`src/hw/rtl/heading_pi_steering_control_macros.svh`:
```
// assertion helpers for the heading pi steering control
`ifndef HEADING_PI_STEERING_CONTROL_MACROS_SVH
`define HEADING_PI_STEERING_CONTROL_MACROS_SVH

// same-cycle implication
`define HPSC_ASSERT_NOW(label, clk, rst, ante, cons) \
   label: assert property (@(posedge clk) disable iff (rst) (ante) |-> (cons)) \
      else $error("hpsc assertion failed");

// next-cycle implication
`define HPSC_ASSERT_NEXT(label, clk, rst, ante, cons) \
   label: assert property (@(posedge clk) disable iff (rst) (ante) |=> (cons)) \
      else $error("hpsc assertion failed");

`endif

```
`src/hw/rtl/hpsc_pkg.sv`:
```
`default_nettype none
package hpsc_pkg;

   localparam logic signed [13:0] WrapHalf    = 14'sd1800;
   localparam logic signed [13:0] WrapFull    = 14'sd3600;
   localparam logic signed [11:0] CircleLimit = 12'sd1350;

   localparam logic [11:0] ResetTarget      = 12'd0;
   localparam logic [7:0]  ResetGainP       = 8'd2;
   localparam logic [15:0] ResetGainI       = 16'd292;
   localparam logic [15:0] ResetServoCenter = 16'd2765;
   localparam logic [15:0] ResetServoMin    = 16'd1659;
   localparam logic [15:0] ResetServoMax    = 16'd3871;
   localparam logic [15:0] ResetMotorMin    = 16'd2028;
   localparam logic [15:0] ResetMotorMax    = 16'd3502;

   typedef enum logic [2:0] {
      CSR_TARGET_HEADING,
      CSR_GAIN_P,
      CSR_GAIN_I_Q16,
      CSR_STEER_MID,
      CSR_STEER_LOW,
      CSR_STEER_HIGH,
      CSR_DRIVE_LOW,
      CSR_DRIVE_HIGH
   } csr_index_type;

   typedef struct packed {
      logic [11:0] target_heading;
      logic [7:0]  gain_p;
      logic [15:0] gain_i_q16;
      logic [15:0] steer_mid;
      logic [15:0] steer_low;
      logic [15:0] steer_high;
      logic [15:0] drive_low;
      logic [15:0] drive_high;
   } cfg_type;

   typedef struct packed {
      logic signed [11:0] err;
      logic signed [31:0] integ;
   } error_type;

   typedef struct packed {
      logic signed [11:0] err;
      logic signed [19:0] p_term;
      logic signed [31:0] i_term;
   } term_type;

   typedef struct packed {
      logic [15:0]        steer_pulse;
      logic [15:0]        drive_pulse;
      logic               circling;
      logic signed [11:0] wrapped_error;
   } result_type;

endpackage
`default_nettype wire

```
`src/hw/rtl/heading_pi_steering_control.sv`:
```
// heading pi steering control, four register stages: input, error/integral, products, result
// the result reaches the result register through the error/integral and products registers
// throughput: one beat per cycle when not stalled, set by the integral add and saturate
// each stage moves when it is empty or the next stage moves
// reset: control and integral clear to zero, csr registers take their default values
`default_nettype none
`include "heading_pi_steering_control_macros.svh"
module heading_pi_steering_control (
   input  wire logic               clock,
   input  wire logic               reset,
   input  wire logic               req_valid,
   output logic                    req_ready,
   input  wire logic [11:0]        req_compass_heading,
   output logic                    rsp_valid,
   input  wire logic               rsp_ready,
   output logic [15:0]             rsp_steer_pulse,
   output logic [15:0]             rsp_drive_pulse,
   output logic                    rsp_circling,
   output logic signed [11:0]      rsp_wrapped_error,
   input  wire logic               csr_write_en,
   input  wire logic [2:0]         csr_index,
   input  wire logic [15:0]        csr_data
);

   hpsc_pkg::cfg_type    cfg_ff;
   logic                 a_valid_ff;
   logic [11:0]          heading_a_ff;
   logic                 b_valid_ff;
   hpsc_pkg::error_type  error_b_ff;
   logic signed [31:0]   integral_ff;
   logic                 c_valid_ff;
   hpsc_pkg::term_type   term_c_ff;
   logic                 d_valid_ff;
   hpsc_pkg::result_type result_d_ff;

   hpsc_pkg::error_type  error_in;
   hpsc_pkg::term_type   term_in;
   hpsc_pkg::result_type result_in;

   logic adv_a;
   logic adv_b;
   logic adv_c;
   logic adv_d;

   assign adv_d     = !d_valid_ff || rsp_ready;
   assign adv_c     = !c_valid_ff || adv_d;
   assign adv_b     = !b_valid_ff || adv_c;
   assign adv_a     = !a_valid_ff || adv_b;
   assign req_ready = adv_a;

   // csr registers
   always_ff @(posedge clock) begin
      if (reset) begin
         cfg_ff.target_heading <= hpsc_pkg::ResetTarget;
         cfg_ff.gain_p         <= hpsc_pkg::ResetGainP;
         cfg_ff.gain_i_q16     <= hpsc_pkg::ResetGainI;
         cfg_ff.steer_mid      <= hpsc_pkg::ResetServoCenter;
         cfg_ff.steer_low      <= hpsc_pkg::ResetServoMin;
         cfg_ff.steer_high     <= hpsc_pkg::ResetServoMax;
         cfg_ff.drive_low      <= hpsc_pkg::ResetMotorMin;
         cfg_ff.drive_high     <= hpsc_pkg::ResetMotorMax;
      end else if (csr_write_en) begin
         case (hpsc_pkg::csr_index_type'(csr_index))
            hpsc_pkg::CSR_TARGET_HEADING: cfg_ff.target_heading <= csr_data[11:0];
            hpsc_pkg::CSR_GAIN_P:         cfg_ff.gain_p         <= csr_data[7:0];
            hpsc_pkg::CSR_GAIN_I_Q16:     cfg_ff.gain_i_q16     <= csr_data;
            hpsc_pkg::CSR_STEER_MID:      cfg_ff.steer_mid      <= csr_data;
            hpsc_pkg::CSR_STEER_LOW:      cfg_ff.steer_low      <= csr_data;
            hpsc_pkg::CSR_STEER_HIGH:     cfg_ff.steer_high     <= csr_data;
            hpsc_pkg::CSR_DRIVE_LOW:      cfg_ff.drive_low      <= csr_data;
            hpsc_pkg::CSR_DRIVE_HIGH:     cfg_ff.drive_high     <= csr_data;
            default: begin
            end
         endcase
      end
   end

   hpsc_error u_error (
      .target_heading (cfg_ff.target_heading),
      .heading        (heading_a_ff),
      .integral       (integral_ff),
      .error_out      (error_in)
   );

   hpsc_term u_term (
      .gain_p     (cfg_ff.gain_p),
      .gain_i_q16 (cfg_ff.gain_i_q16),
      .error_in   (error_b_ff),
      .term_out   (term_in)
   );

   hpsc_shape u_shape (
      .cfg        (cfg_ff),
      .term_in    (term_c_ff),
      .result_out (result_in)
   );

   // valid bits and integral
   always_ff @(posedge clock) begin
      if (reset) begin
         a_valid_ff  <= 1'b0;
         b_valid_ff  <= 1'b0;
         c_valid_ff  <= 1'b0;
         d_valid_ff  <= 1'b0;
         integral_ff <= '0;
      end else begin
         if (adv_a) begin
            a_valid_ff <= req_valid;
         end
         if (adv_b) begin
            b_valid_ff <= a_valid_ff;
         end
         if (adv_c) begin
            c_valid_ff <= b_valid_ff;
         end
         if (adv_d) begin
            d_valid_ff <= c_valid_ff;
         end
         if (adv_b && a_valid_ff) begin
            integral_ff <= error_in.integ;
         end
      end
   end

   // payload
   always_ff @(posedge clock) begin
      if (adv_a && req_valid) begin
         heading_a_ff <= req_compass_heading;
      end
      if (adv_b && a_valid_ff) begin
         error_b_ff <= error_in;
      end
      if (adv_c && b_valid_ff) begin
         term_c_ff <= term_in;
      end
      if (adv_d && c_valid_ff) begin
         result_d_ff <= result_in;
      end
   end

   assign rsp_valid         = d_valid_ff;
   assign rsp_steer_pulse   = result_d_ff.steer_pulse;
   assign rsp_drive_pulse   = result_d_ff.drive_pulse;
   assign rsp_circling      = result_d_ff.circling;
   assign rsp_wrapped_error = result_d_ff.wrapped_error;

   `HPSC_ASSERT_NOW(a_circle_forces, clock, reset, d_valid_ff && result_d_ff.circling,
      result_d_ff.steer_pulse == cfg_ff.steer_high && result_d_ff.drive_pulse == cfg_ff.drive_low)
   `HPSC_ASSERT_NOW(a_error_range, clock, reset, d_valid_ff,
      result_d_ff.wrapped_error <= 12'sd1800 && result_d_ff.wrapped_error >= -12'sd1800)
   `HPSC_ASSERT_NOW(a_steer_clamped, clock, reset,
      d_valid_ff && !result_d_ff.circling && cfg_ff.steer_low <= cfg_ff.steer_high,
      result_d_ff.steer_pulse >= cfg_ff.steer_low && result_d_ff.steer_pulse <= cfg_ff.steer_high)
   `HPSC_ASSERT_NEXT(a_integral_hold, clock, reset, !(adv_b && a_valid_ff),
      $stable(integral_ff))

endmodule
`default_nettype wire

```
`src/hw/rtl/hpsc_error.sv`:
```
`default_nettype none
module hpsc_error (
   input  wire logic [11:0]        target_heading,
   input  wire logic [11:0]        heading,
   input  wire logic signed [31:0] integral,
   output hpsc_pkg::error_type     error_out
);

   logic signed [13:0] diff;
   logic signed [13:0] wrapped;
   logic signed [32:0] sum;

   always_comb begin
      diff = $signed({2'b00, target_heading}) - $signed({2'b00, heading});
      if (diff > hpsc_pkg::WrapHalf) begin
         wrapped = diff - hpsc_pkg::WrapFull;
      end else if (diff < -hpsc_pkg::WrapHalf) begin
         wrapped = diff + hpsc_pkg::WrapFull;
      end else begin
         wrapped = diff;
      end
      sum = $signed({integral[31], integral}) + $signed({{21{wrapped[11]}}, wrapped[11:0]});
      error_out.err = wrapped[11:0];
      // saturate to 32 bits
      if (sum[32] != sum[31]) begin
         error_out.integ = sum[32] ? {1'b1, 31'b0} : {1'b0, {31{1'b1}}};
      end else begin
         error_out.integ = sum[31:0];
      end
   end

endmodule
`default_nettype wire

```
`src/hw/rtl/hpsc_term.sv`:
```
`default_nettype none
module hpsc_term (
   input  wire logic [7:0]          gain_p,
   input  wire logic [15:0]         gain_i_q16,
   input  wire hpsc_pkg::error_type error_in,
   output hpsc_pkg::term_type       term_out
);

   logic signed [8:0]  gain_p_s;
   logic signed [16:0] gain_i_s;
   logic signed [20:0] p_prod;
   logic signed [48:0] i_prod;

   always_comb begin
      gain_p_s = $signed({1'b0, gain_p});
      gain_i_s = $signed({1'b0, gain_i_q16});
      p_prod   = gain_p_s * error_in.err;
      i_prod   = gain_i_s * error_in.integ;
      term_out.err    = error_in.err;
      term_out.p_term = p_prod[19:0];
      // arithmetic shift gives the floor of the q16 product
      term_out.i_term = i_prod[47:16];
   end

endmodule
`default_nettype wire

```
`src/hw/rtl/hpsc_shape.sv`:
```
`default_nettype none
module hpsc_shape (
   input  wire hpsc_pkg::cfg_type  cfg,
   input  wire hpsc_pkg::term_type term_in,
   output hpsc_pkg::result_type    result_out
);

   logic signed [33:0] pulse;
   logic signed [33:0] max_s;
   logic signed [33:0] min_s;
   logic [15:0]        clamped;
   logic               circle;

   always_comb begin
      pulse = $signed({18'b0, cfg.steer_mid})
            - $signed({{14{term_in.p_term[19]}}, term_in.p_term})
            - $signed({{2{term_in.i_term[31]}}, term_in.i_term});
      max_s = $signed({18'b0, cfg.steer_high});
      min_s = $signed({18'b0, cfg.steer_low});
      if (pulse > max_s) begin
         clamped = cfg.steer_high;
      end else if (pulse < min_s) begin
         clamped = cfg.steer_low;
      end else begin
         clamped = pulse[15:0];
      end
      circle = (term_in.err >= hpsc_pkg::CircleLimit)
            || (term_in.err <= -hpsc_pkg::CircleLimit);
      result_out.circling      = circle;
      result_out.steer_pulse   = circle ? cfg.steer_high : clamped;
      result_out.drive_pulse   = circle ? cfg.drive_low : cfg.drive_high;
      result_out.wrapped_error = term_in.err;
   end

endmodule
`default_nettype wire

```
`config.mk`:
```
export PLATFORM = sky130hd
export DESIGN_NAME = heading_pi_steering_control
export DESIGN_NICKNAME = d
export VERILOG_FILES = /design/src/hw/rtl/hpsc_pkg.sv /design/src/hw/rtl/heading_pi_steering_control.sv /design/src/hw/rtl/hpsc_error.sv /design/src/hw/rtl/hpsc_term.sv /design/src/hw/rtl/hpsc_shape.sv
export VERILOG_INCLUDE_DIRS = /design/src /design/src/hw/rtl
export SDC_FILE = /design/constraint.sdc
export NUM_CORES = 2
export LEC_CHECK = 0
export BUFFER_PORTS_ARGS = -buffer_cell sky130_fd_sc_hd__buf_4
export CORE_AREA = 10 10 264 266
export CTS_BUF_LIST = sky130_fd_sc_hd__clkbuf_2
export DETAILED_ROUTE_END_ITERATION = 10
export DIE_AREA = 0 0 274 276
export PLACE_DENSITY = 0.77
export SLEW_MARGIN = 30
export SYNTH_ARGS = -nofsm -noshare
export SYNTH_HDL_FRONTEND = slang
export SYNTH_SLANG_ARGS = --single-unit
```
`constraint.sdc`:
```
create_clock -name clock -period 7.5 [get_ports clock]
set_input_delay 1.125 -clock clock [delete_from_list [all_inputs] [get_ports clock]]
set_output_delay 1.125 -clock clock [all_outputs]
set_load 0.01 [all_outputs]
```
==> summary.md <==
| Metric | Value |
|---|---|
| Setup crit start kind | flop |
| GPL Wtd Cong | 0.966 |
| Total nets after synthesis | 4991 |
| Power per cell area | 369 nW/um^2 |
| Via count of the first global-routing pass | between 20000 and 30000 |
| Most frequent cell on the critical path | sky130_fd_sc_hd__buf_4 |
| Leak pwr | 19.5 nW |
| Final hold slack | between 0.2 and 0.25 ns |
| Number of buffers created by CTS | 80 |
| Via Count | roughly 28000 |
| Final critical-path share of the clock period | 95.6% |
| Register area share after synthesis | 21.2% |
| Global Route Usage Sum | 26.0% |
| Final-report setup violation count | 0 |
| Placed Instances | 4963 |
| Post-detailed-route via-to-cell ratio | 5.56 |
| Worst path required time | 8.45 ns |
| Initial DRC count | 2160 |
| Clock tree sinks | roughly 320 |
| Initial cell density of the core | 58.7% |
| Final routed wirelength across all metal layers | 97000 um |
| Synth cell types | 80 |
| Clock edge transition at the registers on the reported setup and hold paths | 0.12 ns |
| Syn-to-layout area delta | 6.86% |
| Total number of nets in the final design | 5086 |
| TritonCTS clock tree | yes |
| Drt wl/cell | about 19 um |
| Top cell family by delay on the critical path | compound AO/OA/AOI/OAI gates |
| CP arrival | 8.12 ns |
| First-pass GRT wire length | 156000 um |
| H-tree depth | 3 |
| Core outline area | 64100 um^2 |
| Upper clock frequency limit | 139 MHz |
| Worst Tran Pin Value | ~0.96 ns |
| Pins Over Slew Limit | 0 |
| Worst setup skew after layout | 0.118 ns |
| Most instantiated flip-flop cell in the synthesis netlist | sky130_fd_sc_hd__edfxtp_1 |
| Hold_buf cts | 0 |
| Longest individual stage delay on the worst path | 0.42 ns |
| Crit Path Class | reg2reg |
| Die Width | 274 um |
| Buffers plus inverters on the worst setup path | 5 |
| Most frequent cells in the layout | sky130_fd_sc_hd__inv_1, sky130_fd_sc_hd__nand2_1, sky130_fd_sc_hd__fa_1 |
| Total die area | between 70000 and 80000 um^2 |
| Worst max-slew margin expressed relative to the limit | 35.6% |
| Clk root buf | sky130_fd_sc_hd__clkbuf_2 |
| Peak ir drop on the vdd network | ~0.33 mV |
| Synth Instances | 4101 |
| Warning count from the yosys run | 0 |
| Placement Rows | 93 |
| Synthesized area per cell | 9.18 um^2 |
| Hold violation total from the final report | 0 |
| Number of antenna-violating nets in the routed design | 0 |
| DIE HEIGHT | between 200 and 300 um |
| Max FO, Critical Path | 29 |
| Number of storage elements in the synthesis netlist | 317 |
| Latest clock arrival within the worst-skew pair | 1.14 ns |
| Most frequent standard cell in the layout excluding fill and tap cells | sky130_fd_sc_hd__inv_1 |
| Max-cap violation count | 0 |
| R2R depth | 30 |
| I/O pin count | 83 |
| Status | complete, no violations |
| DPL Wire Length | between 70000 and 80000 um |
| Largest net degree at the start of global routing | 94 |
| Number of search-and-repair iterations in the first detailed-routing pass | 5 |
| Netlist Area Pre-Place | 37700 um^2 |
| Async SR Flop Fraction | 0% |
| I/O Buffers | 82 |
| Worst hold stages | 1 |
| Class of the tightest hold or removal check | in2reg |
| Total grt overflow | 0 |
| Total number of cells along the worst setup path | 30 |
| Share of final-layout standard cells stronger than drive strength 1 | 8.63% |
| EDFF count, synth | 165 |
| Worst-path cell with the longest stage delay | sky130_fd_sc_hd__a2111oi_4 |
| Number of standard cells in the final layout excluding fillers | a little over 5000 |
| Number of antenna violations at the first check in global routing | 5 |
| Remaining routing DRC violations | 0 |
| Minimum clock period | 7.17 ns |
| Maximum clock path buffer count | 3 |
| Worst Setup End Kind | flop |
-- routing by layer --
metal | part of all wire, % | vias to the layer above | GRT usage (%)
met3 | 9.9 | 217 | 8.13
li1 | - | 13100 | -
met2 | 46 | 1134 | 41.1
met4 | 3.8 | 2 | 10.2
met5 | 0.013 | - | 0
met1 | 40 | 14100 | 32.7
-- through the flow --
step | setup WS (ns) | TNS [ns] | total power [mW] | cell area [um^2] | util (%)
2_1_floorplan | 0.203 | 0 | 10.5 | 37700 | -
3_3_place_gp | 0.0515 | 0 | 13.1 | 39300 | 61.3
3_5_place_dp | -0.0516 | -0.101 | 13.4 | 39300 | 61.3
4_1_cts | 0.0445 | 0 | 14.8 | 40100 | 62.6
5_1_grt | -0.0353 | -0.133 | 16.3 | 40200 | 62.8
6_report | 0.329 | 0 | 14.9 | 40200 | 62.8
-- cell usage after synthesis, types with 9 or more instances --
master | number | area [um^2]
sky130_fd_sc_hd__inv_1 | 811 | 3040
sky130_fd_sc_hd__nand2_1 | 657 | 2470
sky130_fd_sc_hd__fa_1 | 576 | 11500
sky130_fd_sc_hd__ha_1 | 278 | 3480
sky130_fd_sc_hd__and2_1 | 253 | 1580
sky130_fd_sc_hd__a21oi_1 | 184 | 921
sky130_fd_sc_hd__edfxtp_1 | 165 | 4950
sky130_fd_sc_hd__dfxtp_1 | 152 | 3040
sky130_fd_sc_hd__nor2_1 | 149 | 559
sky130_fd_sc_hd__clkbuf_1 | 137 | 514
sky130_fd_sc_hd__o21ai_0 | 94 | 470
sky130_fd_sc_hd__xnor2_1 | 84 | 736
sky130_fd_sc_hd__a21o_1 | 41 | 308
sky130_fd_sc_hd__mux2i_1 | 33 | 330
sky130_fd_sc_hd__nor3_1 | 33 | 165
sky130_fd_sc_hd__xor2_1 | 32 | 280
sky130_fd_sc_hd__nand3b_1 | 31 | 233
sky130_fd_sc_hd__nand3_1 | 30 | 150
sky130_fd_sc_hd__nor2b_1 | 26 | 163
sky130_fd_sc_hd__maj3_1 | 24 | 240
sky130_fd_sc_hd__nand4_1 | 24 | 150
sky130_fd_sc_hd__o21a_1 | 20 | 150
sky130_fd_sc_hd__mux2_2 | 18 | 203
sky130_fd_sc_hd__a211o_1 | 17 | 149
sky130_fd_sc_hd__nand2b_1 | 17 | 106
sky130_fd_sc_hd__a31oi_1 | 16 | 100
sky130_fd_sc_hd__a211oi_1 | 13 | 97.6
sky130_fd_sc_hd__and3_1 | 13 | 81.3
sky130_fd_sc_hd__o211ai_1 | 13 | 97.6
sky130_fd_sc_hd__nor4_1 | 11 | 68.8
sky130_fd_sc_hd__o21bai_1 | 11 | 82.6
sky130_fd_sc_hd__clkbuf_2 | 10 | 50.1
sky130_fd_sc_hd__a21boi_0 | 9 | 67.6
sky130_fd_sc_hd__o31ai_1 | 9 | 67.6
sky130_fd_sc_hd__or3_1 | 9 | 56.3
-- logic make-up after synthesis --
family / share of synthesized area, %
multiplexers: 1.42
AND/OR/NAND/NOR: 15.8
adder cells (fa/ha/maj): 40.5
flip-flops: 21.2
AO/OA/AOI/OAI: 8.22
buffers and inverters: 10.2
XOR/XNOR: 2.70
-- worst reg2reg max path: cells and delay by family, from the launching register on --
family,cells,cell delay (ns)
compound gates,15,3.65
flops,1,0.32
buf+inv,5,0.76
fa+ha+maj,3,0.83
xor+xnor,3,0.59
simple gates,4,0.97
-- final cells by class --
class,count,area [um^2]
well taps,855,1070
fillers,5282,23900
clock buffers,120,601
clock inverters,30,198
diodes,2,5.00
multi-input cells,2808,25900
inverters,811,3040
repair buffers,178,1390
flip-flops and latches,317,8000
-- registers in the layout (all words and copies together) (netlist names) --
register           flops
term_c_ff             64
cfg_ff               116
heading_a_ff          12
c_valid_ff             1
error_b_ff            44
integral_ff           32
rsp_wrapped_error     12
rsp_drive_pulse       16
rsp_circling           1
a_valid_ff             1
rsp_valid              1
rsp_steer_pulse       16
b_valid_ff             1
-- repair_timing --
action / 4_1_cts / 5_1_grt
resized for setup: 2 / 9
cloned: 0 / 0
endpoints found under the setup margin: 13 / 67
pin swaps: 0 / 2
setup buffers: 0 / 6
-- power by group --
part	switching (mW)	leakage, nW	internal (mW)
clock network	0.786	0.599	0.510
logic	6.45	16.1	4.41
registers	0.281	2.75	2.42
-- path summary, 6_finish.rpt --
kind / startpoint / slack (ns) / to
hold / removal: req_compass_heading[3] / 0.22 / heading_a_ff[3]
setup / recovery: cfg_ff[104] / 0.33 / integral_ff[4]
setup reg to reg: cfg_ff[104] / 0.33 / integral_ff[4]
hold reg to reg: cfg_ff[47] / 0.46 / cfg_ff[47]
No activity file was read; power rests on OpenSTA's default activity.
